===== src/rtl/smpd_pkg.sv =====
// ----------------------------------------------------------------------------
// smpd_pkg
// types and constants shared by the serial mouse packet decoder
// ----------------------------------------------------------------------------
package smpd_pkg;

    localparam int RX_W      = 8;
    localparam int DATA_W    = 7;
    localparam int DELTA_W   = 8;
    localparam int BTN_W     = 3;
    localparam int TDATA_W   = 32;

    localparam int START_BIT  = 6;
    localparam int MIDDLE_BIT = 5;

    localparam int BTN_LEFT   = 0;
    localparam int BTN_RIGHT  = 1;
    localparam int BTN_MIDDLE = 2;

    // byte position inside the packet
    typedef enum logic [3:0] {
        POS_BYTE0 = 4'b0001,
        POS_BYTE1 = 4'b0010,
        POS_BYTE2 = 4'b0100,
        POS_EXTRA = 4'b1000
    } pos_t;

    // first member lands in the highest bits of the packed word
    typedef struct packed {
        logic                       middle_went_up;
        logic                       middle_went_down;
        logic                       right_went_up;
        logic                       right_went_down;
        logic                       left_went_up;
        logic                       left_went_down;
        logic                       middle_pressed;
        logic                       right_pressed;
        logic                       left_pressed;
        logic signed [DELTA_W-1:0]  delta_y;
        logic signed [DELTA_W-1:0]  delta_x;
    } result_t;

    localparam int RESULT_W = $bits(result_t);
    localparam int PAD_W    = TDATA_W - RESULT_W;

    typedef struct packed {
        logic               emit;
        logic               wr_byte0;
        logic               wr_byte1;
        pos_t               pos_next;
        logic [BTN_W-1:0]   buttons_next;
        result_t            result;
    } decode_t;

endpackage


===== src/rtl/smpd_decode.sv =====
// ----------------------------------------------------------------------------
// smpd_decode
// decodes one received byte against the held packet state
// ----------------------------------------------------------------------------
module smpd_decode (
    input  logic [smpd_pkg::RX_W-1:0]    rx_byte,
    input  smpd_pkg::pos_t               pos,
    input  logic [smpd_pkg::DATA_W-1:0]  byte0,
    input  logic [smpd_pkg::DATA_W-1:0]  byte1,
    input  logic [smpd_pkg::BTN_W-1:0]   buttons,
    output smpd_pkg::decode_t            dec
);
    import smpd_pkg::*;

    logic [DATA_W-1:0]  data;
    pos_t               pos_eff;
    logic [BTN_W-1:0]   now;
    logic [BTN_W-1:0]   diff;
    logic [DELTA_W-1:0] dx;
    logic [DELTA_W-1:0] dy;

    assign data    = rx_byte[DATA_W-1:0];
    assign pos_eff = rx_byte[START_BIT] ? POS_BYTE0 : pos;

    always_comb
    begin
        dec.emit     = 1'b0;
        dec.wr_byte0 = 1'b0;
        dec.wr_byte1 = 1'b0;
        dec.pos_next = POS_BYTE0;
        now          = buttons;
        dx           = '0;
        dy           = '0;
        unique case (pos_eff)
            POS_BYTE0:
            begin
                dec.wr_byte0 = 1'b1;
                dec.pos_next = POS_BYTE1;
            end
            POS_BYTE1:
            begin
                dec.wr_byte1 = 1'b1;
                dec.pos_next = POS_BYTE2;
            end
            POS_BYTE2:
            begin
                dec.emit     = 1'b1;
                dec.pos_next = POS_EXTRA;
                dx  = {1'b0, byte1} | {byte0[1:0], 6'b0};
                dy  = {1'b0, data}  | {byte0[3:2], 6'b0};
                now = {buttons[BTN_MIDDLE], byte0[4], byte0[5]};
            end
            default:
            begin
                // optional extra byte carries the middle button
                dec.pos_next = POS_BYTE0;
                dec.emit     = data[MIDDLE_BIT] != buttons[BTN_MIDDLE];
                now          = buttons ^ (BTN_W'(1) << BTN_MIDDLE);
            end
        endcase

        diff             = buttons ^ now;
        dec.buttons_next = dec.emit ? now : buttons;

        dec.result.delta_x          = dx;
        dec.result.delta_y          = dy;
        dec.result.left_pressed     = now[BTN_LEFT];
        dec.result.right_pressed    = now[BTN_RIGHT];
        dec.result.middle_pressed   = now[BTN_MIDDLE];
        dec.result.left_went_down   = diff[BTN_LEFT]   &  now[BTN_LEFT];
        dec.result.left_went_up     = diff[BTN_LEFT]   & ~now[BTN_LEFT];
        dec.result.right_went_down  = diff[BTN_RIGHT]  &  now[BTN_RIGHT];
        dec.result.right_went_up    = diff[BTN_RIGHT]  & ~now[BTN_RIGHT];
        dec.result.middle_went_down = diff[BTN_MIDDLE] &  now[BTN_MIDDLE];
        dec.result.middle_went_up   = diff[BTN_MIDDLE] & ~now[BTN_MIDDLE];
    end

endmodule


===== src/rtl/serial_mouse_packet_decoder.sv =====
// ----------------------------------------------------------------------------
// serial_mouse_packet_decoder
// three-button serial mouse packet decoder, one received byte per word
// ----------------------------------------------------------------------------
// Takes one received byte per cycle while s_tready is high, and gives a
// motion and button event on the third byte of a packet and another on an
// optional fourth byte when it toggles the middle button. A byte with bit 6
// set restarts the packet. The event appears in the output register in the
// cycle after the byte that completes it; the input stays ready while that
// register is empty or being drained, so with a drained output the single
// output register sustains one byte per cycle. Down and up flags report
// each button that changed against the previous event.
module serial_mouse_packet_decoder (
    input  logic                          clk,
    input  logic                          rst_n,
    input  logic                          s_tvalid,
    output logic                          s_tready,
    input  logic [smpd_pkg::RX_W-1:0]     s_tdata,  // [7:0] rx_byte
    output logic                          m_tvalid,
    input  logic                          m_tready,
    // [7:0] delta_x, [15:8] delta_y, [16] left_pressed, [17] right_pressed,
    // [18] middle_pressed, [19] left_went_down, [20] left_went_up,
    // [21] right_went_down, [22] right_went_up, [23] middle_went_down,
    // [24] middle_went_up, [31:25] zero
    output logic [smpd_pkg::TDATA_W-1:0]  m_tdata
);
    import smpd_pkg::*;

    pos_t               pos_reg;
    logic [BTN_W-1:0]   buttons_reg;
    logic [DATA_W-1:0]  byte0_reg;
    logic [DATA_W-1:0]  byte1_reg;
    logic               m_valid_reg;
    result_t            result_reg;
    decode_t            dec;
    logic               accept;

    smpd_decode u_decode (
        .rx_byte (s_tdata),
        .pos     (pos_reg),
        .byte0   (byte0_reg),
        .byte1   (byte1_reg),
        .buttons (buttons_reg),
        .dec     (dec)
    );

    assign s_tready = !m_valid_reg || m_tready;
    assign accept   = s_tvalid && s_tready;

    always_ff @(posedge clk or negedge rst_n)
    begin
        if (!rst_n)
        begin
            pos_reg     <= POS_BYTE0;
            buttons_reg <= '0;
            m_valid_reg <= 1'b0;
        end
        else
        begin
            if (accept)
            begin
                pos_reg     <= dec.pos_next;
                buttons_reg <= dec.buttons_next;
                m_valid_reg <= dec.emit;
            end
            else if (m_tready)
            begin
                m_valid_reg <= 1'b0;
            end
        end
    end

    always_ff @(posedge clk)
    begin
        if (accept && dec.wr_byte0)
        begin
            byte0_reg <= s_tdata[DATA_W-1:0];
        end
        if (accept && dec.wr_byte1)
        begin
            byte1_reg <= s_tdata[DATA_W-1:0];
        end
        if (accept && dec.emit)
        begin
            result_reg <= dec.result;
        end
    end

    assign m_tvalid = m_valid_reg;
    assign m_tdata  = {{PAD_W{1'b0}}, result_reg};

endmodule


===== config.mk =====
export PLATFORM = sky130hd
export DESIGN_NAME = serial_mouse_packet_decoder
export DESIGN_NICKNAME = d
export VERILOG_FILES = /design/src/rtl/smpd_pkg.sv /design/src/rtl/smpd_decode.sv /design/src/rtl/serial_mouse_packet_decoder.sv
export SDC_FILE = /design/constraint.sdc
export NUM_CORES = 1
export LEC_CHECK = 0
export BUFFER_PORTS_ARGS = -buffer_cell sky130_fd_sc_hd__buf_2
export CAP_MARGIN = 15
export CORE_UTILIZATION = 35
export DETAILED_ROUTE_END_ITERATION = 12
export SYNTH_ARGS = -nofsm -noshare
export SYNTH_HDL_FRONTEND = slang
export SYNTH_SLANG_ARGS = --single-unit

===== constraint.sdc =====
create_clock -name clk -period 3.3 [get_ports clk]
set_clock_uncertainty 0.2 [all_clocks]
set_input_delay 0.33 -clock clk [delete_from_list [all_inputs] [get_ports clk]]
set_output_delay 0.33 -clock clk [all_outputs]
set_load 0.01 [all_outputs]

* Word level (Yosys, flattened, before mapping) *
Index checks and enable logic that the tools add are counted.

word-level totals
  output and inout bits = 34
  bits in registers = 46
  word-level logic and storage cells = 50
  input port bits = 12

operators by class
  reduce and logical (&&, ||, !) cells = 9
  eq/ne operators = 4
  mux-type cells = 8
  bitwise operators = 13

operator list
  operator                                        count
  OR 7 x 8 -> 8 bit                               2
  case mux 4 bit (3 select lines)                 1
  AND 1 bit                                       6
  case mux 3 bit (2 select lines)                 1
  == test 4 x 1 -> 1 bit (second input constant)  1
  == test 4 x 2 -> 1 bit (second input constant)  1
  == test 4 x 3 -> 1 bit (second input constant)  1
  logical AND 1 bit                               4
  2-to-1 mux 1 bit                                4
  2-to-1 mux 4 bit                                1
  NOT 1 bit                                       4
  bitwise XOR 3 bit                               1
  case mux 1 bit (2 select lines)                 1
  AND reduction 2 bit                             1
  nonzero test 2 bit                              1
  OR reduction 2 bit                              1
  zero test 1 bit                                 1
  logical OR 1 bit                                1
  inequality test 1 bit                           1

* Longest topological paths before layout *
  word-level depth = 6
  mapped depth = 7
  mapped depth without buffers = 4

* Modules after synthesis *
A second synthesis with hierarchy kept.

unflattened totals
  cell total of the unflattened synthesis = 114
  area total of the unflattened synthesis = 1938.1 sq um

modules (own cells, without submodules)
  module                       area each (sq um)  times used  cells an instance  seq. area each (sq um)
  serial_mouse_packet_decoder  1587.8             1           69                 1372.6
  smpd_decode                  350.3              1           45                 0.0

* Least setup slack after synthesis *
Ideal clock, no wire load.

  kind = register to register
  start point = register pos_reg[0]
  end point = register result_reg (netlist bit m_tdata[0]) (enable)
  setup slack = 0.488 ns
  data arrival time = 2.205 ns
  clock period less this slack = 2.812 ns
  stages on the path, launching flop included = 8
  setup time = 0.407 ns
  required time = 2.693 ns
  path buffers = 3
  path through = dfstp_2 buf_6 nor2_1 and3_1 buf_2 clkbuf_1 nor2_1 nor2_1

between the ends
  longest elaborated chain between the ends = 5
  elaborated cells between the ends (all ways) = 7
  classes of those cells = eq/ne: 3; mux: 2; reduce/logical: 2

RTL lines
  element                                                           line                               text
  start: declaration                                                serial_mouse_packet_decoder.sv:29  pos_t pos_reg;
  start signal: assignment                                          serial_mouse_packet_decoder.sv:62  pos_reg <= dec.pos_next;
  2-to-1 mux 4 bit *                                                smpd_decode.sv:23                  assign pos_eff = rx_byte[START_BIT] ? POS_BYTE0 : pos;
  == test 4 x 1 -> 1 bit or == test 4 x 2 -> 1 bit (tied branches)  smpd_decode.sv:34                  unique case (pos_eff)
  OR reduction 2 bit (no source line)                               --
  case mux 1 bit (2 select lines) *                                 smpd_decode.sv:34
  logical AND 1 bit *                                               serial_mouse_packet_decoder.sv:83  if (accept && dec.emit)
  end signal: assignment                                            serial_mouse_packet_decoder.sv:85  result_reg <= dec.result;
  end: declaration                                                  serial_mouse_packet_decoder.sv:34  result_t result_reg;

Mark *: on every way between the ends. The rest lies on a longest branch, timed or not.
A chain may end at the register's enable or synchronous reset.

* Worst setup path in the final report *
  start point = register pos_reg[3]
  end point = register result_reg (netlist bit m_tdata[7]) (enable)

Same word-level chain as after synthesis.

==> flow_summary_export.csv <==
group,metric,value,unit
sta,finalSetupTns,0,ps
cts,cts_root_buf,"clkbuf_8",
cts,ctsResizeCount,0,
floorplan,initial_core_util,37.4,%
cells_and_area,drive_above_1_share,36.3,%
worst_setup_path,critical_path_class,"flop to flop",
yosys,synthXorXnorAreaFrac,2.34,%
pwr,p_per_area,673,mW/mm^2
worst_setup_path,worstPathArrival,2070,ps
worst_setup_path,critPathMaxFanout,25,
status,status,"finished clean",
yosys,yosysWarnings,0,
yosys,synth_compound_area_share,2.96,%
sta,clock.fmax,442,MHz
grt,grt_pass1_vias,933,
floorplan,core_area,0.00485,mm^2
route,avgRoutedWirePerCell,12.3,um
yosys,async_flop_share,17.4,%
sta,fin_crit_sh,68.5,%
cts,post_cts.repair.setup_buffers,0,
worst_setup_path,ff2ff_path_depth,5,
placed_design,portBuffers,37,
worst_setup_path,worstSetupEndpointType,"flop",
cts,cts_tree,"done",
route,antenna_left,0,
run,maxCapViolations,0,
route,dr.pass1.iters,4,
cells_and_area,largest_reg_flops,25,
pwr,p_leak,0.912,nW
yosys,synth_top_cell_by_area,"edfxtp_1",
yosys,avgSynthCellArea,15.7,um^2
yosys,synthMuxAreaShare,3.31,%
hold_path,hp-class,"primary input to flop",
sta,fin_ws,1040,ps
floorplan,die_y,74.0,um
yosys,syn-cell-area,0.00182,mm^2
cts,cts.path.max_buffers,2,
yosys,synth_top_family_by_area,"simple AND/OR/NAND/NOR gates",
placed_design,place.gp.congestion,0.699,
yosys,synth_top_cells_by_count,"38 x edfxtp_1, 17 x and2_1, 8 x nand2_1",
cts,clk_pin_slew,90,ps
cells_and_area,insertedDiodeCount,0,
grt,grt_max_degree,26,
hold_path,worstHoldPathCells,1,
yosys,synth.area.top_cells,"edfxtp_1 63%, dfrtp_1 9.6%, and2_1 5.9%",
route,vias,974,
sta,rsz0062_at_grt,"false",
floorplan,placementRows,25,
yosys,yosysMostFrequentCell,"edfxtp_1",
cts,clock-sinks,46,
sta,drv_slew,0,
placed_design,place_ws,1010,ps
worst_setup_path,worstSetupStartpointType,"flop",
route,wl,2800,um
route,drt_iter0_markers,36,
cts,cts_made_buffers,5,
yosys,synthesis.instances,116,
grt,grt_first_pass_wirelength,4390,um
floorplan,io_pins,46,
worst_setup_path,cp.required,3110,ps
cells_and_area,postLayoutCoreUtil,44.6,%
cells_and_area,num-nets-final,171,
grt,gr-total-overflow,0,
sta,relSlewSlack,52.2,%
sta,tightest_slew,717,ps
yosys,synth_edf_count,38,
sta,setup_viol,0,
yosys,synth_cell_type_count,30,
grt,track_usage,11.4,%
yosys,synthFlopType,"edfxtp_1",
pwr,ir_drop,0.184,mV
route,drc_errors,0,
floorplan,die-area,0.00548,mm^2
yosys,synth-simple-area-share,12.8,%
cells_and_area,syn_to_final_growth,19.2,%
cts,htree_num_levels,2,
sta,period_needed,2260,ps
grt,antenna_found_initial,0,
yosys,seq_area_frac_synth,73.9,%
cts,postCtsHoldBufs,1,
route,viasPerCell,4.29,
placed_design,dp_hpwl,1940,um
floorplan,die_width,74.0,um
cts,clk_latency,300,ps
yosys,ys_ff_latch,46,
yosys,yosysTopAreaCellShare,62.9,%
yosys,synthAdderAreaFrac,0,%
sta,hold_violations,0,
## metal layers
metal  global-route usage, %  wire length, um
met1                    12.9             1190
met2                    19.2             1450
met3                    4.34              112
met4                    5.13               42
met5                       0                0
## where the power goes
part	internal [W]	leakage [nW]	total, W	switching (W)
Clock	0.000158	0.0506	0.000359	0.000201
Combinational	0.000127	0.402	0.000288	0.000161
Sequential	0.000752	0.459	0.000808	0.0000563
Total	0.00104	0.912	0.00145	0.000418
## path summary, 6_finish.rpt
kind,startpoint,to,slack (ps)
worst max-delay path,pos_reg[3],m_tdata[7],1040
worst min-delay path,s_tdata[3],byte0_reg[3],20
worst max register to register,pos_reg[3],m_tdata[7],1040
worst min register to register,byte0_reg[3],m_tdata[15],320
max in group asynchronous,rst_n,pos_reg[0],2460
min in group asynchronous,rst_n,pos_reg[2],190
## metrics by stage
step	power [W]	cell area, um^2	hold WS, ps	std cells
floorplan	0.00102	1840	-166	122
global placement	0.00109	2060	-15.3	218
detailed placement	0.00111	2060	-11.5	218
CTS	0.00147	2160	15.0	227
global route	0.00154	2160	17.9	227
finish	0.00145	2160	21.5	227
## cell families after synthesis
logic type	count (synthesis)
flops	46
simple gates	41
buf+inv	12
compound gates	7
mux	5
xor+xnor	4
other cells	1
## cell usage in the layout (no fill, tap or decap), types with 2 or more instances in the layout
cell type and n:
buf_2 37, buf_4 3, a21o_1 2, and2_1 17
edfxtp_1 38, and3b_1 4, nand2_1 8, xor2_1 2
conb_1 7, clkbuf_8 5, mux2_2 4, nor2_1 5
dfrtp_1 7
## final cells by class
type	instances	area (um^2)
Tap cell	67	83.8
Sequential cell	46	1340
Fill cell	440	2690
Clock inverter	3	28.8
Multi-Input combinational cell	64	418
Clock buffer	5	68.8
Inverter	1	3.75
Timing Repair Buffer	41	218
## worst max-delay path: stages (launching register included)
cell	delay, ps
dfrtp_1	430
nor2_1	170
and3_1	650
nor2_1	130
nor2_2	150
buf_4	240
(Power assumes the default switching activity.)
